==> src/sv/peltier_cup_thermal_controller_top_assert.svh <==
// Assertion macros for the thermal controller top level.
`ifndef PELTIER_CUP_THERMAL_CONTROLLER_TOP_ASSERT_SVH
`define PELTIER_CUP_THERMAL_CONTROLLER_TOP_ASSERT_SVH

// same-cycle implication
`define PTC_ASSERT_NOW(label, clk, rst_n, ante, cons) \
    label: assert property (@(posedge clk) disable iff (!rst_n) (ante) |-> (cons)) \
        else $error("ptc assertion failed");

// next-cycle implication
`define PTC_ASSERT_NEXT(label, clk, rst_n, ante, cons) \
    label: assert property (@(posedge clk) disable iff (!rst_n) (ante) |=> (cons)) \
        else $error("ptc assertion failed");

`endif

==> src/sv/ptc_pkg.sv <==
`default_nettype none

package ptc_pkg;

    localparam int ADC_BITS   = 12;
    localparam int TEMP_W     = 8;
    localparam int AMB_W      = 13;
    localparam int LIMIT_W    = 8;
    localparam int CFG_IDX_W  = 1;

    // x -> 77 - 12*x/458, 12/458 as 439584 / 2^24 (exact for 12-bit x)
    localparam int CONV_OFS   = 77;
    localparam int CONV_MUL   = 439584;
    localparam int CONV_MUL_W = 19;
    localparam int CONV_SHIFT = 24;
    localparam int PROD_W     = ADC_BITS + CONV_MUL_W;

    localparam int AMB_OFS    = 915;
    localparam int AMB_OFF_W  = 4;
    localparam int OFF_IDLE   = 7;
    localparam int OFF_HEAT   = 9;
    localparam int OFF_FAN    = 3;
    localparam int HI_CAP     = 65;
    localparam int SINK_HALT  = 65;

    localparam int AMB20_W    = AMB_W + 5;
    localparam int DIVN_W     = 16;
    localparam int DIVD_W     = 8;
    localparam int DIV_CNT_W  = $clog2(DIVN_W + 1);
    localparam int QUO_W      = DIVN_W + 1;
    localparam int CMP_W      = 19;

    localparam int AVG_RESET  = 25;

    typedef enum logic [1:0] {
        DRIVE_OFF  = 2'd0,
        DRIVE_HEAT = 2'd1,
        DRIVE_COOL = 2'd2
    } t_drive;

    typedef enum logic [CFG_IDX_W-1:0] {
        CFG_HIGH_LIMIT = 1'b0,
        CFG_LOW_LIMIT  = 1'b1
    } t_cfg_idx;

    typedef enum logic [1:0] {
        COND_NONE     = 2'd0,
        COND_DIV_BUSY = 2'd1,
        COND_OUT_FULL = 2'd2
    } t_cond;

    localparam int PC_W = 3;
    localparam logic [PC_W-1:0] UPC_FRONT = 3'd0;
    localparam logic [PC_W-1:0] UPC_SINK  = 3'd1;
    localparam logic [PC_W-1:0] UPC_CUPT  = 3'd2;
    localparam logic [PC_W-1:0] UPC_DIV   = 3'd3;
    localparam logic [PC_W-1:0] UPC_WAIT  = 3'd4;
    localparam logic [PC_W-1:0] UPC_QUOT  = 3'd5;
    localparam logic [PC_W-1:0] UPC_DONE  = 3'd6;

    typedef struct packed {
        logic ld_prod;
        logic mul_cup;
        logic ld_front;
        logic ld_sd;
        logic ld_t;
        logic div_start;
        logic ld_q;
        logic commit;
    } t_ctl;

    typedef struct packed {
        t_cond           cond;
        logic [PC_W-1:0] target;
        logic            last;
        t_ctl            act;
    } t_uop;

    typedef struct packed {
        logic div_busy;
        logic out_full;
    } t_stat;

    // microprogram; a step whose condition holds jumps and skips its actions
    function automatic t_uop ucode(input logic [PC_W-1:0] pc);
        t_uop u;
        u = '0;
        unique case (pc)
            UPC_FRONT: begin
                u.act.ld_front = 1'b1;
                u.act.ld_prod  = 1'b1;
            end
            UPC_SINK: begin
                u.act.ld_sd    = 1'b1;
                u.act.ld_prod  = 1'b1;
                u.act.mul_cup  = 1'b1;
            end
            UPC_CUPT: begin
                u.act.ld_t     = 1'b1;
            end
            UPC_DIV: begin
                u.act.div_start = 1'b1;
            end
            UPC_WAIT: begin
                u.cond   = COND_DIV_BUSY;
                u.target = UPC_WAIT;
            end
            UPC_QUOT: begin
                u.act.ld_q = 1'b1;
            end
            UPC_DONE: begin
                u.cond       = COND_OUT_FULL;
                u.target     = UPC_DONE;
                u.act.commit = 1'b1;
                u.last       = 1'b1;
            end
            default: begin
                u.last = 1'b1;
            end
        endcase
        return u;
    endfunction

endpackage

`default_nettype wire

==> src/sv/ptc_in_if.sv <==
`default_nettype none

interface ptc_in_if;
    logic                           valid;
    logic                           ready;
    logic [ptc_pkg::ADC_BITS-1:0]   raw_cup;
    logic [ptc_pkg::ADC_BITS-1:0]   raw_sink;
    logic [ptc_pkg::ADC_BITS-1:0]   raw_ambient;

    modport source (output valid, output raw_cup, output raw_sink, output raw_ambient,
                    input ready);
    modport sink   (input valid, input raw_cup, input raw_sink, input raw_ambient,
                    output ready);
endinterface

`default_nettype wire

==> src/sv/ptc_out_if.sv <==
`default_nettype none

interface ptc_out_if;
    logic                               valid;
    logic                               ready;
    logic [1:0]                         drive;
    logic                               fan_on;
    logic                               halted;
    logic                               heat_mode;
    logic signed [ptc_pkg::TEMP_W-1:0]  cup_temp;
    logic signed [ptc_pkg::TEMP_W-1:0]  sink_temp;
    logic signed [ptc_pkg::AMB_W-1:0]   ambient_temp;

    modport source (output valid, output drive, output fan_on, output halted,
                    output heat_mode, output cup_temp, output sink_temp,
                    output ambient_temp, input ready);
    modport sink   (input valid, input drive, input fan_on, input halted,
                    input heat_mode, input cup_temp, input sink_temp,
                    input ambient_temp, output ready);
endinterface

`default_nettype wire

==> src/sv/ptc_cfg_if.sv <==
`default_nettype none

interface ptc_cfg_if;
    logic                           valid;
    logic                           ready;
    logic [ptc_pkg::CFG_IDX_W-1:0]  index;
    logic [ptc_pkg::LIMIT_W-1:0]    data;

    modport source (output valid, output index, output data, input ready);
    modport sink   (input valid, input index, input data, output ready);
endinterface

`default_nettype wire

==> src/sv/peltier_cup_thermal_controller_top.sv <==
// Each item passes through a serial divider for 20*amb/t that forms one quotient bit per cycle.
// No new item is accepted until the current one has been committed.
// A finished result waits in the output register while the next item is taken.
// Reset (synchronous, active low): averages 25, heating mode, relays off, limits 0.
`default_nettype none

`include "peltier_cup_thermal_controller_top_assert.svh"

module peltier_cup_thermal_controller_top (
    input  wire logic   i_clk,
    input  wire logic   i_rst_n,
    ptc_in_if.sink      i_in,
    ptc_cfg_if.sink     i_cfg,
    ptc_out_if.source   o_out
);

    logic           busy;
    logic           start;
    ptc_pkg::t_ctl  ctl;
    ptc_pkg::t_stat stat;

    assign start       = i_in.valid && i_in.ready;
    assign i_in.ready  = !busy;
    assign i_cfg.ready = 1'b1;

    ptc_seq u_seq (
        .i_clk   (i_clk),
        .i_rst_n (i_rst_n),
        .i_start (start),
        .i_stat  (stat),
        .o_busy  (busy),
        .o_ctl   (ctl)
    );

    ptc_dp u_dp (
        .i_clk          (i_clk),
        .i_rst_n        (i_rst_n),
        .i_load         (start),
        .i_raw_cup      (i_in.raw_cup),
        .i_raw_sink     (i_in.raw_sink),
        .i_raw_ambient  (i_in.raw_ambient),
        .i_cfg_we       (i_cfg.valid && i_cfg.ready),
        .i_cfg_idx      (i_cfg.index),
        .i_cfg_data     (i_cfg.data),
        .i_ctl          (ctl),
        .i_out_ready    (o_out.ready),
        .o_stat         (stat),
        .o_out_valid    (o_out.valid),
        .o_drive        (o_out.drive),
        .o_fan_on       (o_out.fan_on),
        .o_halted       (o_out.halted),
        .o_heat_mode    (o_out.heat_mode),
        .o_cup_temp     (o_out.cup_temp),
        .o_sink_temp    (o_out.sink_temp),
        .o_ambient_temp (o_out.ambient_temp)
    );

    `PTC_ASSERT_NOW(a_halt_relays_off, i_clk, i_rst_n, o_out.valid && o_out.halted, o_out.drive == ptc_pkg::DRIVE_OFF && !o_out.fan_on)
    `PTC_ASSERT_NEXT(a_accept_runs, i_clk, i_rst_n, start, busy)
    `PTC_ASSERT_NOW(a_commit_div_done, i_clk, i_rst_n, ctl.commit, !stat.div_busy)
    `PTC_ASSERT_NOW(a_valid_from_commit, i_clk, i_rst_n, $rose(o_out.valid), $past(ctl.commit))

endmodule

`default_nettype wire

==> src/sv/ptc_div.sv <==
`default_nettype none

module ptc_div (
    input  wire logic                           i_clk,
    input  wire logic                           i_rst_n,
    input  wire logic                           i_start,
    input  wire logic [ptc_pkg::DIVN_W-1:0]     i_num,
    input  wire logic [ptc_pkg::DIVD_W-1:0]     i_den,
    output logic                                o_busy,
    output logic [ptc_pkg::DIVN_W-1:0]          o_quo
);

    logic [ptc_pkg::DIV_CNT_W-1:0] r_cnt;
    logic [ptc_pkg::DIVN_W-1:0]    r_quo;
    logic [ptc_pkg::DIVD_W-1:0]    r_rem;
    logic [ptc_pkg::DIVD_W-1:0]    r_den;
    logic [ptc_pkg::DIVD_W:0]      shifted;
    logic [ptc_pkg::DIVD_W:0]      trial;
    logic                          fits;

    // restoring, one quotient bit per cycle
    always_comb begin
        shifted = {r_rem, r_quo[ptc_pkg::DIVN_W-1]};
        trial   = shifted - {1'b0, r_den};
        fits    = (shifted >= {1'b0, r_den});
    end

    always_ff @(posedge i_clk) begin
        if (!i_rst_n) begin
            r_cnt <= '0;
        end else if (i_start) begin
            r_cnt <= ptc_pkg::DIV_CNT_W'(ptc_pkg::DIVN_W);
        end else if (r_cnt != '0) begin
            r_cnt <= r_cnt - 1'b1;
        end
    end

    always_ff @(posedge i_clk) begin
        if (i_start) begin
            r_quo <= i_num;
            r_rem <= '0;
            r_den <= i_den;
        end else if (r_cnt != '0) begin
            r_quo <= {r_quo[ptc_pkg::DIVN_W-2:0], fits};
            r_rem <= fits ? trial[ptc_pkg::DIVD_W-1:0] : shifted[ptc_pkg::DIVD_W-1:0];
        end
    end

    assign o_busy = (r_cnt != '0);
    assign o_quo  = r_quo;

endmodule

`default_nettype wire

==> src/sv/ptc_seq.sv <==
`default_nettype none

module ptc_seq (
    input  wire logic           i_clk,
    input  wire logic           i_rst_n,
    input  wire logic           i_start,
    input  wire ptc_pkg::t_stat i_stat,
    output logic                o_busy,
    output ptc_pkg::t_ctl       o_ctl
);

    logic                       r_run;
    logic                       n_run;
    logic [ptc_pkg::PC_W-1:0]   r_pc;
    logic [ptc_pkg::PC_W-1:0]   n_pc;
    ptc_pkg::t_uop              word;
    logic                       hold;

    always_comb begin
        word = ptc_pkg::ucode(r_pc);
        unique case (word.cond)
            ptc_pkg::COND_NONE:     hold = 1'b0;
            ptc_pkg::COND_DIV_BUSY: hold = i_stat.div_busy;
            ptc_pkg::COND_OUT_FULL: hold = i_stat.out_full;
            default:                hold = 1'b0;
        endcase
        o_ctl = (r_run && !hold) ? word.act : '0;

        n_run = r_run;
        n_pc  = r_pc;
        if (!r_run) begin
            if (i_start) begin
                n_run = 1'b1;
                n_pc  = ptc_pkg::UPC_FRONT;
            end
        end else if (hold) begin
            n_pc = word.target;
        end else if (word.last) begin
            n_run = 1'b0;
        end else begin
            n_pc = r_pc + 1'b1;
        end
    end

    always_ff @(posedge i_clk) begin
        if (!i_rst_n) begin
            r_run <= 1'b0;
            r_pc  <= ptc_pkg::UPC_FRONT;
        end else begin
            r_run <= n_run;
            r_pc  <= n_pc;
        end
    end

    assign o_busy = r_run;

endmodule

`default_nettype wire

==> src/sv/ptc_dp.sv <==
`default_nettype none

module ptc_dp (
    input  wire logic                               i_clk,
    input  wire logic                               i_rst_n,
    input  wire logic                               i_load,
    input  wire logic [ptc_pkg::ADC_BITS-1:0]       i_raw_cup,
    input  wire logic [ptc_pkg::ADC_BITS-1:0]       i_raw_sink,
    input  wire logic [ptc_pkg::ADC_BITS-1:0]       i_raw_ambient,
    input  wire logic                               i_cfg_we,
    input  wire logic [ptc_pkg::CFG_IDX_W-1:0]      i_cfg_idx,
    input  wire logic [ptc_pkg::LIMIT_W-1:0]        i_cfg_data,
    input  wire ptc_pkg::t_ctl                      i_ctl,
    input  wire logic                               i_out_ready,
    output ptc_pkg::t_stat                          o_stat,
    output logic                                    o_out_valid,
    output logic [1:0]                              o_drive,
    output logic                                    o_fan_on,
    output logic                                    o_halted,
    output logic                                    o_heat_mode,
    output logic signed [ptc_pkg::TEMP_W-1:0]       o_cup_temp,
    output logic signed [ptc_pkg::TEMP_W-1:0]       o_sink_temp,
    output logic signed [ptc_pkg::AMB_W-1:0]        o_ambient_temp
);

    localparam int CW = ptc_pkg::CMP_W;
    localparam int TW = ptc_pkg::TEMP_W;
    localparam int AW = ptc_pkg::ADC_BITS;
    localparam logic signed [CW-1:0] K_ONE    = CW'(1);
    localparam logic signed [CW-1:0] K_TWO    = CW'(2);
    localparam logic signed [CW-1:0] K_FIVE   = CW'(5);
    localparam logic signed [CW-1:0] K_TWENTY = CW'(20);
    localparam logic signed [CW-1:0] K_HALT   = CW'(ptc_pkg::SINK_HALT);

    // state
    logic [AW-1:0]                  r_cup_avg;
    logic signed [TW-1:0]           r_sink_avg;
    logic                           r_heating;
    logic                           r_drive_act;
    logic                           r_fan;
    logic                           r_halt;
    logic [ptc_pkg::LIMIT_W-1:0]    r_high;
    logic [ptc_pkg::LIMIT_W-1:0]    r_low;
    logic                           r_ovalid;

    // working registers
    logic [AW-1:0]                  r_raw_cup;
    logic [AW-1:0]                  r_raw_sink;
    logic [AW-1:0]                  r_raw_amb;
    logic [ptc_pkg::PROD_W-1:0]     r_prod;
    logic signed [ptc_pkg::AMB_W-1:0] r_amb;
    logic signed [TW-1:0]           r_t;
    logic signed [ptc_pkg::QUO_W-1:0] r_q;

    logic [AW-1:0]                  mul_a;
    logic signed [TW-1:0]           conv_deg;
    logic signed [TW:0]             s_sum;
    logic signed [TW:0]             s_half;
    logic [AW:0]                    c_sum;
    logic [ptc_pkg::AMB_OFF_W-1:0]  amb_off;
    logic signed [ptc_pkg::AMB_W-1:0] n_amb;
    logic signed [ptc_pkg::AMB20_W-1:0] amb_x;
    logic signed [ptc_pkg::AMB20_W-1:0] amb20;
    logic [ptc_pkg::AMB20_W-1:0]    amb20_mag;
    logic [TW-1:0]                  t_mag;
    logic [ptc_pkg::DIVN_W-1:0]     quo;
    logic                           div_busy;
    logic [ptc_pkg::QUO_W-1:0]      q_mag;
    logic signed [ptc_pkg::QUO_W-1:0] n_q;

    logic signed [CW-1:0]           sd_c;
    logic signed [CW-1:0]           t_c;
    logic signed [CW-1:0]           amb_c;
    logic signed [CW-1:0]           q_c;
    logic signed [CW-1:0]           lo_c;
    logic signed [CW-1:0]           hi_c;
    logic [ptc_pkg::LIMIT_W-1:0]    hi_cap;
    logic                           n_fan;
    logic                           n_halt;
    logic                           n_drive_act;
    logic                           n_heating;
    logic [1:0]                     n_drive;

    // conversion and averaging
    always_comb begin
        mul_a    = i_ctl.mul_cup ? r_cup_avg : r_raw_sink;
        conv_deg = TW'(ptc_pkg::CONV_OFS)
                   - TW'(r_prod[ptc_pkg::PROD_W-1:ptc_pkg::CONV_SHIFT]);
        s_sum    = {r_sink_avg[TW-1], r_sink_avg} + {conv_deg[TW-1], conv_deg};
        s_half   = s_sum[TW] ? ((s_sum + (TW+1)'(1)) >>> 1) : (s_sum >>> 1);
        c_sum    = {1'b0, r_cup_avg} + {1'b0, r_raw_cup};
    end

    // ambient correction, from the relay state before the item
    always_comb begin
        if (!r_drive_act) begin
            amb_off = ptc_pkg::AMB_OFF_W'(ptc_pkg::OFF_IDLE);
        end else if (r_heating) begin
            amb_off = ptc_pkg::AMB_OFF_W'(ptc_pkg::OFF_HEAT);
        end else if (r_fan) begin
            amb_off = ptc_pkg::AMB_OFF_W'(ptc_pkg::OFF_FAN);
        end else begin
            amb_off = '0;
        end
        n_amb = {1'b0, r_raw_amb} - ptc_pkg::AMB_W'(ptc_pkg::AMB_OFS)
                - ptc_pkg::AMB_W'(amb_off);
    end

    // 20*amb/t operands and signed quotient
    always_comb begin
        amb_x     = ptc_pkg::AMB20_W'(r_amb);
        amb20     = (amb_x <<< 4) + (amb_x <<< 2);
        amb20_mag = amb20[ptc_pkg::AMB20_W-1] ? -amb20 : amb20;
        t_mag     = r_t[TW-1] ? -r_t : r_t;
        q_mag     = {1'b0, quo};
        if (r_t == '0) begin
            n_q = '0;
        end else if (r_amb[ptc_pkg::AMB_W-1] ^ r_t[TW-1]) begin
            n_q = -q_mag;
        end else begin
            n_q = q_mag;
        end
    end

    ptc_div u_div (
        .i_clk   (i_clk),
        .i_rst_n (i_rst_n),
        .i_start (i_ctl.div_start),
        .i_num   (amb20_mag[ptc_pkg::DIVN_W-1:0]),
        .i_den   (t_mag),
        .o_busy  (div_busy),
        .o_quo   (quo)
    );

    // relay decision
    always_comb begin
        sd_c   = CW'(r_sink_avg);
        t_c    = CW'(r_t);
        amb_c  = CW'(r_amb);
        q_c    = CW'(r_q);
        lo_c   = $signed(CW'(r_low));
        hi_cap = (r_high > ptc_pkg::LIMIT_W'(ptc_pkg::HI_CAP))
                 ? ptc_pkg::LIMIT_W'(ptc_pkg::HI_CAP) : r_high;
        hi_c   = $signed(CW'(hi_cap));

        n_fan       = r_fan;
        n_drive_act = r_drive_act;
        n_heating   = r_heating;
        if (sd_c >= K_HALT) begin
            n_drive_act = 1'b0;
            n_halt      = 1'b1;
            n_fan       = 1'b0;
        end else begin
            if (n_heating) begin
                if (sd_c > amb_c + K_TWO) begin
                    n_fan = 1'b1;
                end else if (sd_c < amb_c) begin
                    n_fan = 1'b0;
                end
            end else begin
                if (!n_fan && sd_c <= amb_c + K_ONE) begin
                    n_fan = 1'b1;
                end else if (n_fan && sd_c > amb_c + K_FIVE) begin
                    n_fan = 1'b0;
                end
            end
            n_halt = 1'b0;
        end

        if (!n_halt && t_c <= lo_c - K_TWO && !n_heating) begin
            n_heating   = 1'b1;
            n_drive_act = 1'b1;
        end
        if (!n_halt && t_c >= hi_c + K_TWO && n_heating) begin
            n_heating   = 1'b0;
            n_drive_act = 1'b1;
        end

        if (!n_heating) begin
            if (n_drive_act && (t_c <= lo_c || (t_c <= amb_c && sd_c >= amb_c + q_c)
                                || sd_c >= t_c + K_TWENTY)) begin
                n_drive_act = 1'b0;
            end
            if (!n_halt && !n_drive_act && t_c >= hi_c &&
                ((sd_c <= t_c + K_TWO && t_c > amb_c) ||
                 (sd_c <= amb_c + K_TWO && t_c <= amb_c))) begin
                n_drive_act = 1'b1;
            end
        end else begin
            if (!n_halt && !n_drive_act && t_c <= lo_c) begin
                n_drive_act = 1'b1;
            end
            if (n_drive_act && t_c >= hi_c) begin
                n_drive_act = 1'b0;
            end
        end

        if (!n_drive_act) begin
            n_drive = ptc_pkg::DRIVE_OFF;
        end else if (n_heating) begin
            n_drive = ptc_pkg::DRIVE_HEAT;
        end else begin
            n_drive = ptc_pkg::DRIVE_COOL;
        end
    end

    always_ff @(posedge i_clk) begin
        if (!i_rst_n) begin
            r_cup_avg   <= AW'(ptc_pkg::AVG_RESET);
            r_sink_avg  <= TW'(ptc_pkg::AVG_RESET);
            r_heating   <= 1'b1;
            r_drive_act <= 1'b0;
            r_fan       <= 1'b0;
            r_halt      <= 1'b0;
            r_high      <= '0;
            r_low       <= '0;
            r_ovalid    <= 1'b0;
        end else begin
            if (i_cfg_we) begin
                unique case (i_cfg_idx)
                    ptc_pkg::CFG_HIGH_LIMIT: r_high <= i_cfg_data;
                    ptc_pkg::CFG_LOW_LIMIT:  r_low  <= i_cfg_data;
                endcase
            end
            if (i_ctl.ld_front) begin
                r_cup_avg <= c_sum[AW:1];
            end
            if (i_ctl.ld_sd) begin
                r_sink_avg <= s_half[TW-1:0];
            end
            if (i_ctl.commit) begin
                r_heating   <= n_heating;
                r_drive_act <= n_drive_act;
                r_fan       <= n_fan;
                r_halt      <= n_halt;
                r_ovalid    <= 1'b1;
            end else if (i_out_ready) begin
                r_ovalid    <= 1'b0;
            end
        end
    end

    always_ff @(posedge i_clk) begin
        if (i_load) begin
            r_raw_cup  <= i_raw_cup;
            r_raw_sink <= i_raw_sink;
            r_raw_amb  <= i_raw_ambient;
        end
        if (i_ctl.ld_prod) begin
            r_prod <= ptc_pkg::PROD_W'(mul_a) * ptc_pkg::PROD_W'(ptc_pkg::CONV_MUL);
        end
        if (i_ctl.ld_front) begin
            r_amb <= n_amb;
        end
        if (i_ctl.ld_t) begin
            r_t <= conv_deg;
        end
        if (i_ctl.ld_q) begin
            r_q <= n_q;
        end
        if (i_ctl.commit) begin
            o_drive        <= n_drive;
            o_fan_on       <= n_fan;
            o_halted       <= n_halt;
            o_heat_mode    <= n_heating;
            o_cup_temp     <= r_t;
            o_sink_temp    <= r_sink_avg;
            o_ambient_temp <= r_amb;
        end
    end

    assign o_stat.div_busy = div_busy;
    assign o_stat.out_full = r_ovalid && !i_out_ready;
    assign o_out_valid     = r_ovalid;

endmodule

`default_nettype wire
==> src/flat_wrapper.sv <==
// flat-port wrapper written by rule: the top's interface ports become plain ports
module peltier_cup_thermal_controller_top_flat 
  (i_clk, i_rst_n, i_in_valid, i_in_raw_cup, i_in_raw_sink, i_in_raw_ambient, i_in_ready, i_cfg_valid, i_cfg_index, i_cfg_data, i_cfg_ready, o_out_valid, o_out_drive, o_out_fan_on, o_out_halted, o_out_heat_mode, o_out_cup_temp, o_out_sink_temp, o_out_ambient_temp, o_out_ready);
  ptc_in_if i_in_i ();
  ptc_cfg_if i_cfg_i ();
  ptc_out_if o_out_i ();
  input  wire logic i_clk;
  input  wire logic i_rst_n;
  input wire logic [$bits(i_in_i.valid)-1:0] i_in_valid;
  input wire logic [$bits(i_in_i.raw_cup)-1:0] i_in_raw_cup;
  input wire logic [$bits(i_in_i.raw_sink)-1:0] i_in_raw_sink;
  input wire logic [$bits(i_in_i.raw_ambient)-1:0] i_in_raw_ambient;
  output wire logic [$bits(i_in_i.ready)-1:0] i_in_ready;
  input wire logic [$bits(i_cfg_i.valid)-1:0] i_cfg_valid;
  input wire logic [$bits(i_cfg_i.index)-1:0] i_cfg_index;
  input wire logic [$bits(i_cfg_i.data)-1:0] i_cfg_data;
  output wire logic [$bits(i_cfg_i.ready)-1:0] i_cfg_ready;
  output wire logic [$bits(o_out_i.valid)-1:0] o_out_valid;
  output wire logic [$bits(o_out_i.drive)-1:0] o_out_drive;
  output wire logic [$bits(o_out_i.fan_on)-1:0] o_out_fan_on;
  output wire logic [$bits(o_out_i.halted)-1:0] o_out_halted;
  output wire logic [$bits(o_out_i.heat_mode)-1:0] o_out_heat_mode;
  output wire logic [$bits(o_out_i.cup_temp)-1:0] o_out_cup_temp;
  output wire logic [$bits(o_out_i.sink_temp)-1:0] o_out_sink_temp;
  output wire logic [$bits(o_out_i.ambient_temp)-1:0] o_out_ambient_temp;
  input wire logic [$bits(o_out_i.ready)-1:0] o_out_ready;
  assign i_in_i.valid = i_in_valid;
  assign i_in_i.raw_cup = i_in_raw_cup;
  assign i_in_i.raw_sink = i_in_raw_sink;
  assign i_in_i.raw_ambient = i_in_raw_ambient;
  assign i_in_ready = i_in_i.ready;
  assign i_cfg_i.valid = i_cfg_valid;
  assign i_cfg_i.index = i_cfg_index;
  assign i_cfg_i.data = i_cfg_data;
  assign i_cfg_ready = i_cfg_i.ready;
  assign o_out_valid = o_out_i.valid;
  assign o_out_drive = o_out_i.drive;
  assign o_out_fan_on = o_out_i.fan_on;
  assign o_out_halted = o_out_i.halted;
  assign o_out_heat_mode = o_out_i.heat_mode;
  assign o_out_cup_temp = o_out_i.cup_temp;
  assign o_out_sink_temp = o_out_i.sink_temp;
  assign o_out_ambient_temp = o_out_i.ambient_temp;
  assign o_out_i.ready = o_out_ready;
  peltier_cup_thermal_controller_top u_core (.i_clk(i_clk), .i_rst_n(i_rst_n), .i_in(i_in_i), .i_cfg(i_cfg_i), .o_out(o_out_i));
endmodule
==> config.mk <==
export PLATFORM = sky130hd
export DESIGN_NAME = peltier_cup_thermal_controller_top_flat
export DESIGN_NICKNAME = d
export VERILOG_FILES = /design/src/sv/ptc_pkg.sv /design/src/sv/ptc_in_if.sv /design/src/sv/ptc_out_if.sv /design/src/sv/ptc_cfg_if.sv /design/src/sv/peltier_cup_thermal_controller_top.sv /design/src/sv/ptc_div.sv /design/src/sv/ptc_seq.sv /design/src/sv/ptc_dp.sv /design/src/flat_wrapper.sv
export VERILOG_INCLUDE_DIRS = /design/src /design/src/sv
export SDC_FILE = /design/constraint.sdc
export NUM_CORES = 1
export LEC_CHECK = 0
export BUFFER_PORTS_ARGS = -buffer_cell sky130_fd_sc_hd__clkbuf_2
export CAP_MARGIN = 20
export CORE_UTILIZATION = 50
export CTS_CLUSTER_SIZE = 24
export DETAILED_ROUTE_END_ITERATION = 10
export GPL_ROUTABILITY_DRIVEN = 0
export HOLD_SLACK_MARGIN = 0.06
export PLACE_DENSITY_LB_ADDON = 0.08
export REMOVE_ABC_BUFFERS = 1
export SLEW_MARGIN = 20
export SYNTH_ARGS = -nofsm -noshare
export SYNTH_HDL_FRONTEND = slang
export SYNTH_SLANG_ARGS = --single-unit
==> constraint.sdc <==
create_clock -name i_clk -period 11 [get_ports i_clk]
set_clock_uncertainty 0.2 [all_clocks]
set_input_delay 3.3 -clock i_clk [delete_from_list [all_inputs] [get_ports i_clk]]
set_output_delay 3.3 -clock i_clk [all_outputs]
set_load 0.03 [all_outputs]
==> results of run 1 <==
-- critical path: cells and delay by family --
kind                       cells  cell delay, ps
adders and majority gates      5            2380
xor gates and xnor gates       2             270
buffers and inverters          5             400
AOI/OAI and AO/OA              6            1510
and+or+nand+nor                6            1190
-- cells by family after synthesis --
logic type      Yosys count  share of synthesized area [%]
fa+ha+maj               349                           27.1
mux                      20                           1.16
other cells               1                         0.0216
simple gates            502                           13.8
xor+xnor                150                           7.58
buf+inv                 230                           5.02
compound gates          388                           14.6
flops                   196                           30.7
-- layout by cell type, fill, tap and decap left out, types with 6 or more instances in the layout --
master,instances
ha_1,305
inv_1,184
nand2_1,154
edfxtp_1,139
nor2_1,128
a21oi_1,96
xnor2_1,95
o21ai_0,87
clkbuf_2,85
dfxtp_1,56
xor2_1,55
fa_1,44
nand3_1,42
nor3_1,39
a21o_1,37
a211oi_1,31
nor2b_1,26
nand4_1,26
o21a_1,21
mux2i_1,20
clkbuf_16,17
nand2b_1,15
or3_1,14
o211ai_1,14
and3_1,14
o31ai_1,11
buf_4,11
o21ai_1,9
o21bai_1,8
and2_1,8
a2111oi_0,7
or2_2,7
nor4_1,7
a31oi_1,7
o22ai_1,6
-- metrics by stage --
stage / instances / setup slack, ps
floorplan: 1798 / 2100
global placement: 2342 / 1530
detailed placement: 2342 / 1450
CTS: 2374 / 1940
global route: 2374 / 1510
finish: 2374 / 1940
-- Yosys cell counts (4+ instances only) --
cell	count
a211oi_1	31
nand2_1	155
fa_1	44
and3_1	14
nand4_1	26
xor2_1	55
o31ai_1	11
mux2i_1	20
o21bai_1	8
nor4b_1	4
a2111oi_0	7
or3_1	14
o2111ai_1	4
nand2b_1	15
o21ai_0	87
a31oi_1	7
nor2b_1	26
nor4_1	8
ha_1	305
a211o_1	5
edfxtp_1	139
nand3_1	42
o22ai_1	6
and2_1	8
nor3_1	39
nand4b_1	4
nor2_1	128
o21ai_1	9
or2_2	7
o21a_1	21
o211ai_1	14
dfxtp_1	57
xnor2_1	95
inv_1	184
clkbuf_1	35
a21oi_1	96
nor3b_1	5
a21o_1	37
-- final cells by class --
| type | instances | area (sq um) |
|---|---|---|
| Timing Repair Buffer | 96 | 508 |
| Clock inverter | 15 | 206 |
| Multi-Input combinational cell | 1413 | 11200 |
| Clock buffer | 17 | 425 |
| Fill cell | 3015 | 14900 |
| Tap cell | 448 | 561 |
| Sequential cell | 196 | 5320 |
| Inverter | 189 | 709 |
-- power groups by stage --
| stage | Clock (mW) | Combinational (mW) | Sequential [mW] |
|---|---|---|---|
| 2_1_floorplan | 0 | 1.26 | 1.04 |
| 3_3_place_gp | 0 | 1.59 | 1.07 |
| 3_5_place_dp | 0 | 1.62 | 1.08 |
| 4_1_cts | 0.688 | 1.64 | 1.06 |
| 5_1_grt | 0.715 | 1.86 | 1.08 |
| 6_report | 0.674 | 1.63 | 1.06 |
-- flip-flops by register name, summed over array words and instances, names as in the netlist, 12 cells and up --
name / flops
u_core.u_dp.r_q: 17
u_core.u_dp.u_div.o_quo: 16
u_core.u_dp.o_ambient_temp: 13
u_core.u_dp.r_amb: 13
u_core.u_dp.r_cup_avg: 12
u_core.u_dp.r_raw_amb: 12
u_core.u_dp.r_raw_cup: 12
u_core.u_dp.r_raw_sink: 12
-- layer usage --
layer  track usage (%)  up-vias  wire, um
met2              40.4      247     19400
met3              3.37       63      1510
li1                  -     6720         -
met4              8.69        0      1200
met1              31.0     6199     19000
met5                 0        -         0
-- how the worst min path moves through the flow --
stage,startpoint,endpoint,slack (ps),cells past startpoint
2_1_floorplan,u_core.u_dp.r_low[0],u_core.u_dp.r_low[0],240,2
3_3_place_gp,u_core.u_dp.r_low[0],u_core.u_dp.r_low[0],260,2
3_5_place_dp,u_core.u_dp.r_low[0],u_core.u_dp.r_low[0],260,2
4_1_cts,u_core.u_dp.r_low[0],u_core.u_dp.r_low[0],280,2
5_1_grt,u_core.u_dp.u_div.r_rem[1],u_core.u_dp.u_div.r_rem[1],310,2
6_report,u_core.u_dp.r_low[0],u_core.u_dp.r_low[0],270,2
==> reports/results.ini, run 1 <==
[place]
hpwl_um=31900
port_buffers=85
place_area_sq_mm=0.0183

[global_route]
gr-usage-all-layers_pct=23.9
grt-ovfl-total=0
antenna_found_initial=0
grt_pass1_vias=13030
grt_max_degree=40
grt_pass1_wl_um=66500

[die]
design.core.area_sq_mm=0.0338
start_util_pct=51.3
ios=87
die_area_sq_mm=0.0354
fp.dieW_um=188
rows=67
die_h_um=188

[critical_path]
r2r_end=u_core.u_dp.r_prod[30]
cp_slowest_cell=fa_1
crit_end=u_core.u_dp.r_prod[30]
cp_data_required_time_ps=11020
ff2ff_path_depth=24
cp-start-kind=input port
crit_start=o_out_ready
crit_chain=clkbuf_2 > nand4bb_1 > o211a_2 > and2_1 > nand2_1 > nand2_1 > inv_1 > xnor2_1 > fa_1 > inv_1 > fa_1 > fa_1 > inv_1 > fa_1 > inv_1 > ha_1 > nand2_1 > a2111o_1 > nor3_1 > a2bb2oi_1 > a221oi_2 > a311o_2 > a21oi_2 > xnor2_1
crit_type=in2reg
crit_path_max_incr_delay_ps=550
arrival_ps=9070
rrSetupSlack_ps=3590
crit_fanout=15
end_kind=flop
rr_startpoint=u_core.u_seq.r_pc[1]

[synthesis]
synthFlopType=edfxtp_1
synth.distinct_cells=76
synth_area_sq_mm=0.0173
syn-mean-instance-area_sq_um=9.44
synth-seq-cells=196
synth.top_cell.area_share_pct=24.1
yosysWarnings=0
yosys.area.top_type=edfxtp_1
synth-async-reset-ratio_pct=0
synth_cells=1836
ys_seq_area_share_pct=30.7
synthTopCellsByArea=edfxtp_1 (24%), ha_1 (22%), dfxtp_1 (6.6%)
synth_edf_count=139

[timing]
min_period_ps=9060
slew_violations=0
max_freq_ghz=0.110
rsz0062_at_grt=no
slew_headroom_pct=30.6
tightest_slew_ps=1030
final.setup.tns_ps=0
hold_violations=0
hold-worst-slack_ps=273
finalCritPeriodShare_pct=82.3
setup_viol=0

[pwr]
pwr-share-clk_pct=20.1
pwr-share-seq_pct=31.5
vdd_drop_max_mv=0.128
swShare_pct=40.7
p_per_area_mw_per_mm2=178
p_leak_nw=8.63
finalPower_mw=3.36
power.switching_mw=1.37
power.internal_mw=1.99
p_comb_share_pct=48.4

[worst_hold_path]
hold_path.class=reg2reg

[final_layout]
antennaDiodeCount=0
fin_area_sq_mm=0.0189
layout.nets=2312
syn_to_final_growth_pct=9.01
drive_gt1_share_pct=7.84
utilization_pct=55.9

[cts]
clk_pin_slew_ps=80
cts_hold_buf=0
cts_buffers=17
cts-root-buf=clkbuf_16
cts_tree=yes
cts_resized=0
clock-sinks=196
htree_num_levels=4
post_cts_buffers=0
clockBufferDepth=2
insertion_delay_ps=470

[route]
drc_errors=0
ant_nets=0
wl_per_cell_um=17.3
first_pass_iters=5
drtIter0Drc=742
vias_per_cell=5.57
wl_um=41100
vias=13229

[status]
outcome=finished, final reports clean

[job]
maxCapViolations=0

No activity file was read; power rests on OpenSTA's default activity.
==> run 2, diff against run 1 <==
Clock period 11 ns to 8.8 ns, I/O delays scaled along.
==> run 2 against run 1 <==
Compared with the run above: wire length down 0.37%; power up 23%; highest routed layer unchanged; die area unchanged; critical path depth down 1; setup slack worse by 1300 ps; count of clock-buffer cells in the layout up 1; first-iteration DRC count up 4.6%.
==> reports/results.ini, run 2 (same netlist as run 1, synthesis figures left out) <==
[cts]
post_cts_buffers=0
insertion_delay_ps=480
cts_resized=0
cts_buffers=17
clk_pin_slew_ps=80
cts_hold_buf=0
cts_tree=yes
clockBufferDepth=2
clock-sinks=196
cts-root-buf=clkbuf_16
htree_num_levels=4

[global_route]
grt_max_degree=40
grt_use_met1_pct=30.3
grt-ovfl-total=0
gr-max-usage-layer=met2
grt_pass1_wl_um=66000
met3_usage_pct=3.24
antenna_found_initial=0
grt_pass1_vias=13047
gr-usage-all-layers_pct=23.7
use_met2_pct=41.0

[die]
fp.dieW_um=188
design.core.area_sq_mm=0.0338
ios=87
die_area_sq_mm=0.0354
die_h_um=188
rows=67
start_util_pct=51.3

[final_layout]
layout_common_cells=ha_1 (305), inv_1 (184), nand2_1 (155), edfxtp_1 (139), nor2_1 (128)
layout.nets=2317
utilization_pct=55.9
largest_register_ffs=17
fill_cells=3061
seqCellArea_sq_mm=0.00532
regMostFlops=u_core.u_dp.r_q
fin_area_sq_mm=0.0189
layout_commonest_cell=ha_1
antennaDiodeCount=0
syn_to_final_growth_pct=8.98
drive_gt1_share_pct=8.03
multi_input_area_sq_mm=0.0112

[timing]
final.setup.tns_ps=0
slew_violations=0
slew_headroom_pct=31.9
hold-worst-slack_ps=282
max_freq_ghz=0.122
min_period_ps=8170
finalCritPeriodShare_pct=92.9
rsz0062_at_grt=no
fin_ws_ps=627
hold_violations=0
tightest_slew_ps=1020
setup_viol=0

[route]
drtIter0Drc=776
first_pass_iters=5
wl_um=41000
vias=13236
wl_per_cell_um=17.2
vias_per_cell=5.56
drc_errors=0
ant_nets=0

[pwr]
p_per_area_mw_per_mm2=219
vdd_drop_max_mv=0.177
p_leak_nw=8.63

[critical_path]
crit_type=in2reg
end_kind=flop
cp_data_required_time_ps=8810
arrival_ps=8180
cp-start-kind=input port
crit_fanout=14

[place]
dp_slack_ps=166
hpwl_um=31900
port_buffers=85
place_area_sq_mm=0.0183

[worst_hold_path]
hold_path.class=reg2reg

[status]
outcome=finished, final reports clean

[job]
maxCapViolations=0

-- run 2: changes by cell type in the layout (fill, tap and decap cells not counted), sizes merged --
cell and delta:
inv -2, clkinv +2, clkinvlp +1, bufinv -2, clkbuf +1, buf +5
-- run 2: path summary, 6_finish.rpt --
check	cells past startpoint	endpoint	start	slack, ps
max	23	u_core.u_dp.r_prod[30]	o_out_ready	630
max reg2reg	26	u_core.u_dp.r_prod[30]	u_core.u_seq.r_pc[1]	1580
min	2	u_core.u_dp.r_low[5]	u_core.u_dp.r_low[5]	280
min reg2reg	2	u_core.u_dp.r_low[5]	u_core.u_dp.r_low[5]	280
-- run 2: final cells by class --
| type | instances | area share [%] |
|---|---|---|
| clock buffers | 18 | 2.39 |
| clock inverters | 14 | 0.742 |
| well taps | 448 | 2.97 |
| multi-input cells | 1413 | 59.1 |
| inverters | 189 | 3.76 |
| flip-flops and latches | 196 | 28.2 |
| repair buffers | 101 | 2.89 |
-- run 2: layer usage --
layer | part of all wire, % | routed length (um)
met1 | 47 | 19300
met2 | 48 | 19700
met3 | 2.9 | 1170
met4 | 2.2 | 899
met5 | 0 | 0
-- run 2: through the flow --
step	cells	total power [mW]
global route	2379	4.51
global placement	2347	3.33
CTS	2379	4.17
finish	2379	4.14
floorplan	1798	2.87
detailed placement	2347	3.37
-- run 2: power by group --
| group | internal [mW] | switching (mW) | leakage, nW | total, mW |
|---|---|---|---|---|
| logic | 0.867 | 1.17 | 6.59 | 2.03 |
| clock network | 0.392 | 0.389 | 0.288 | 0.782 |
| registers | 1.19 | 0.134 | 1.75 | 1.32 |
| total | 2.45 | 1.69 | 8.63 | 4.14 |
-- run 2: critical path, stage by stage --
cell	delay [ps]
clkbuf_2	90
nand4bb_1	260
o2111ai_4	310
mux2i_1	360
inv_1	90
ha_1	210
inv_1	130
fa_1	430
inv_1	140
fa_1	440
fa_1	540
inv_1	50
fa_1	530
inv_1	40
ha_1	290
nand2_1	70
a2111o_1	360
nor3_1	200
a2bb2oi_1	120
a221oi_2	420
a311o_2	280
a21oi_2	70
xnor2_1	120
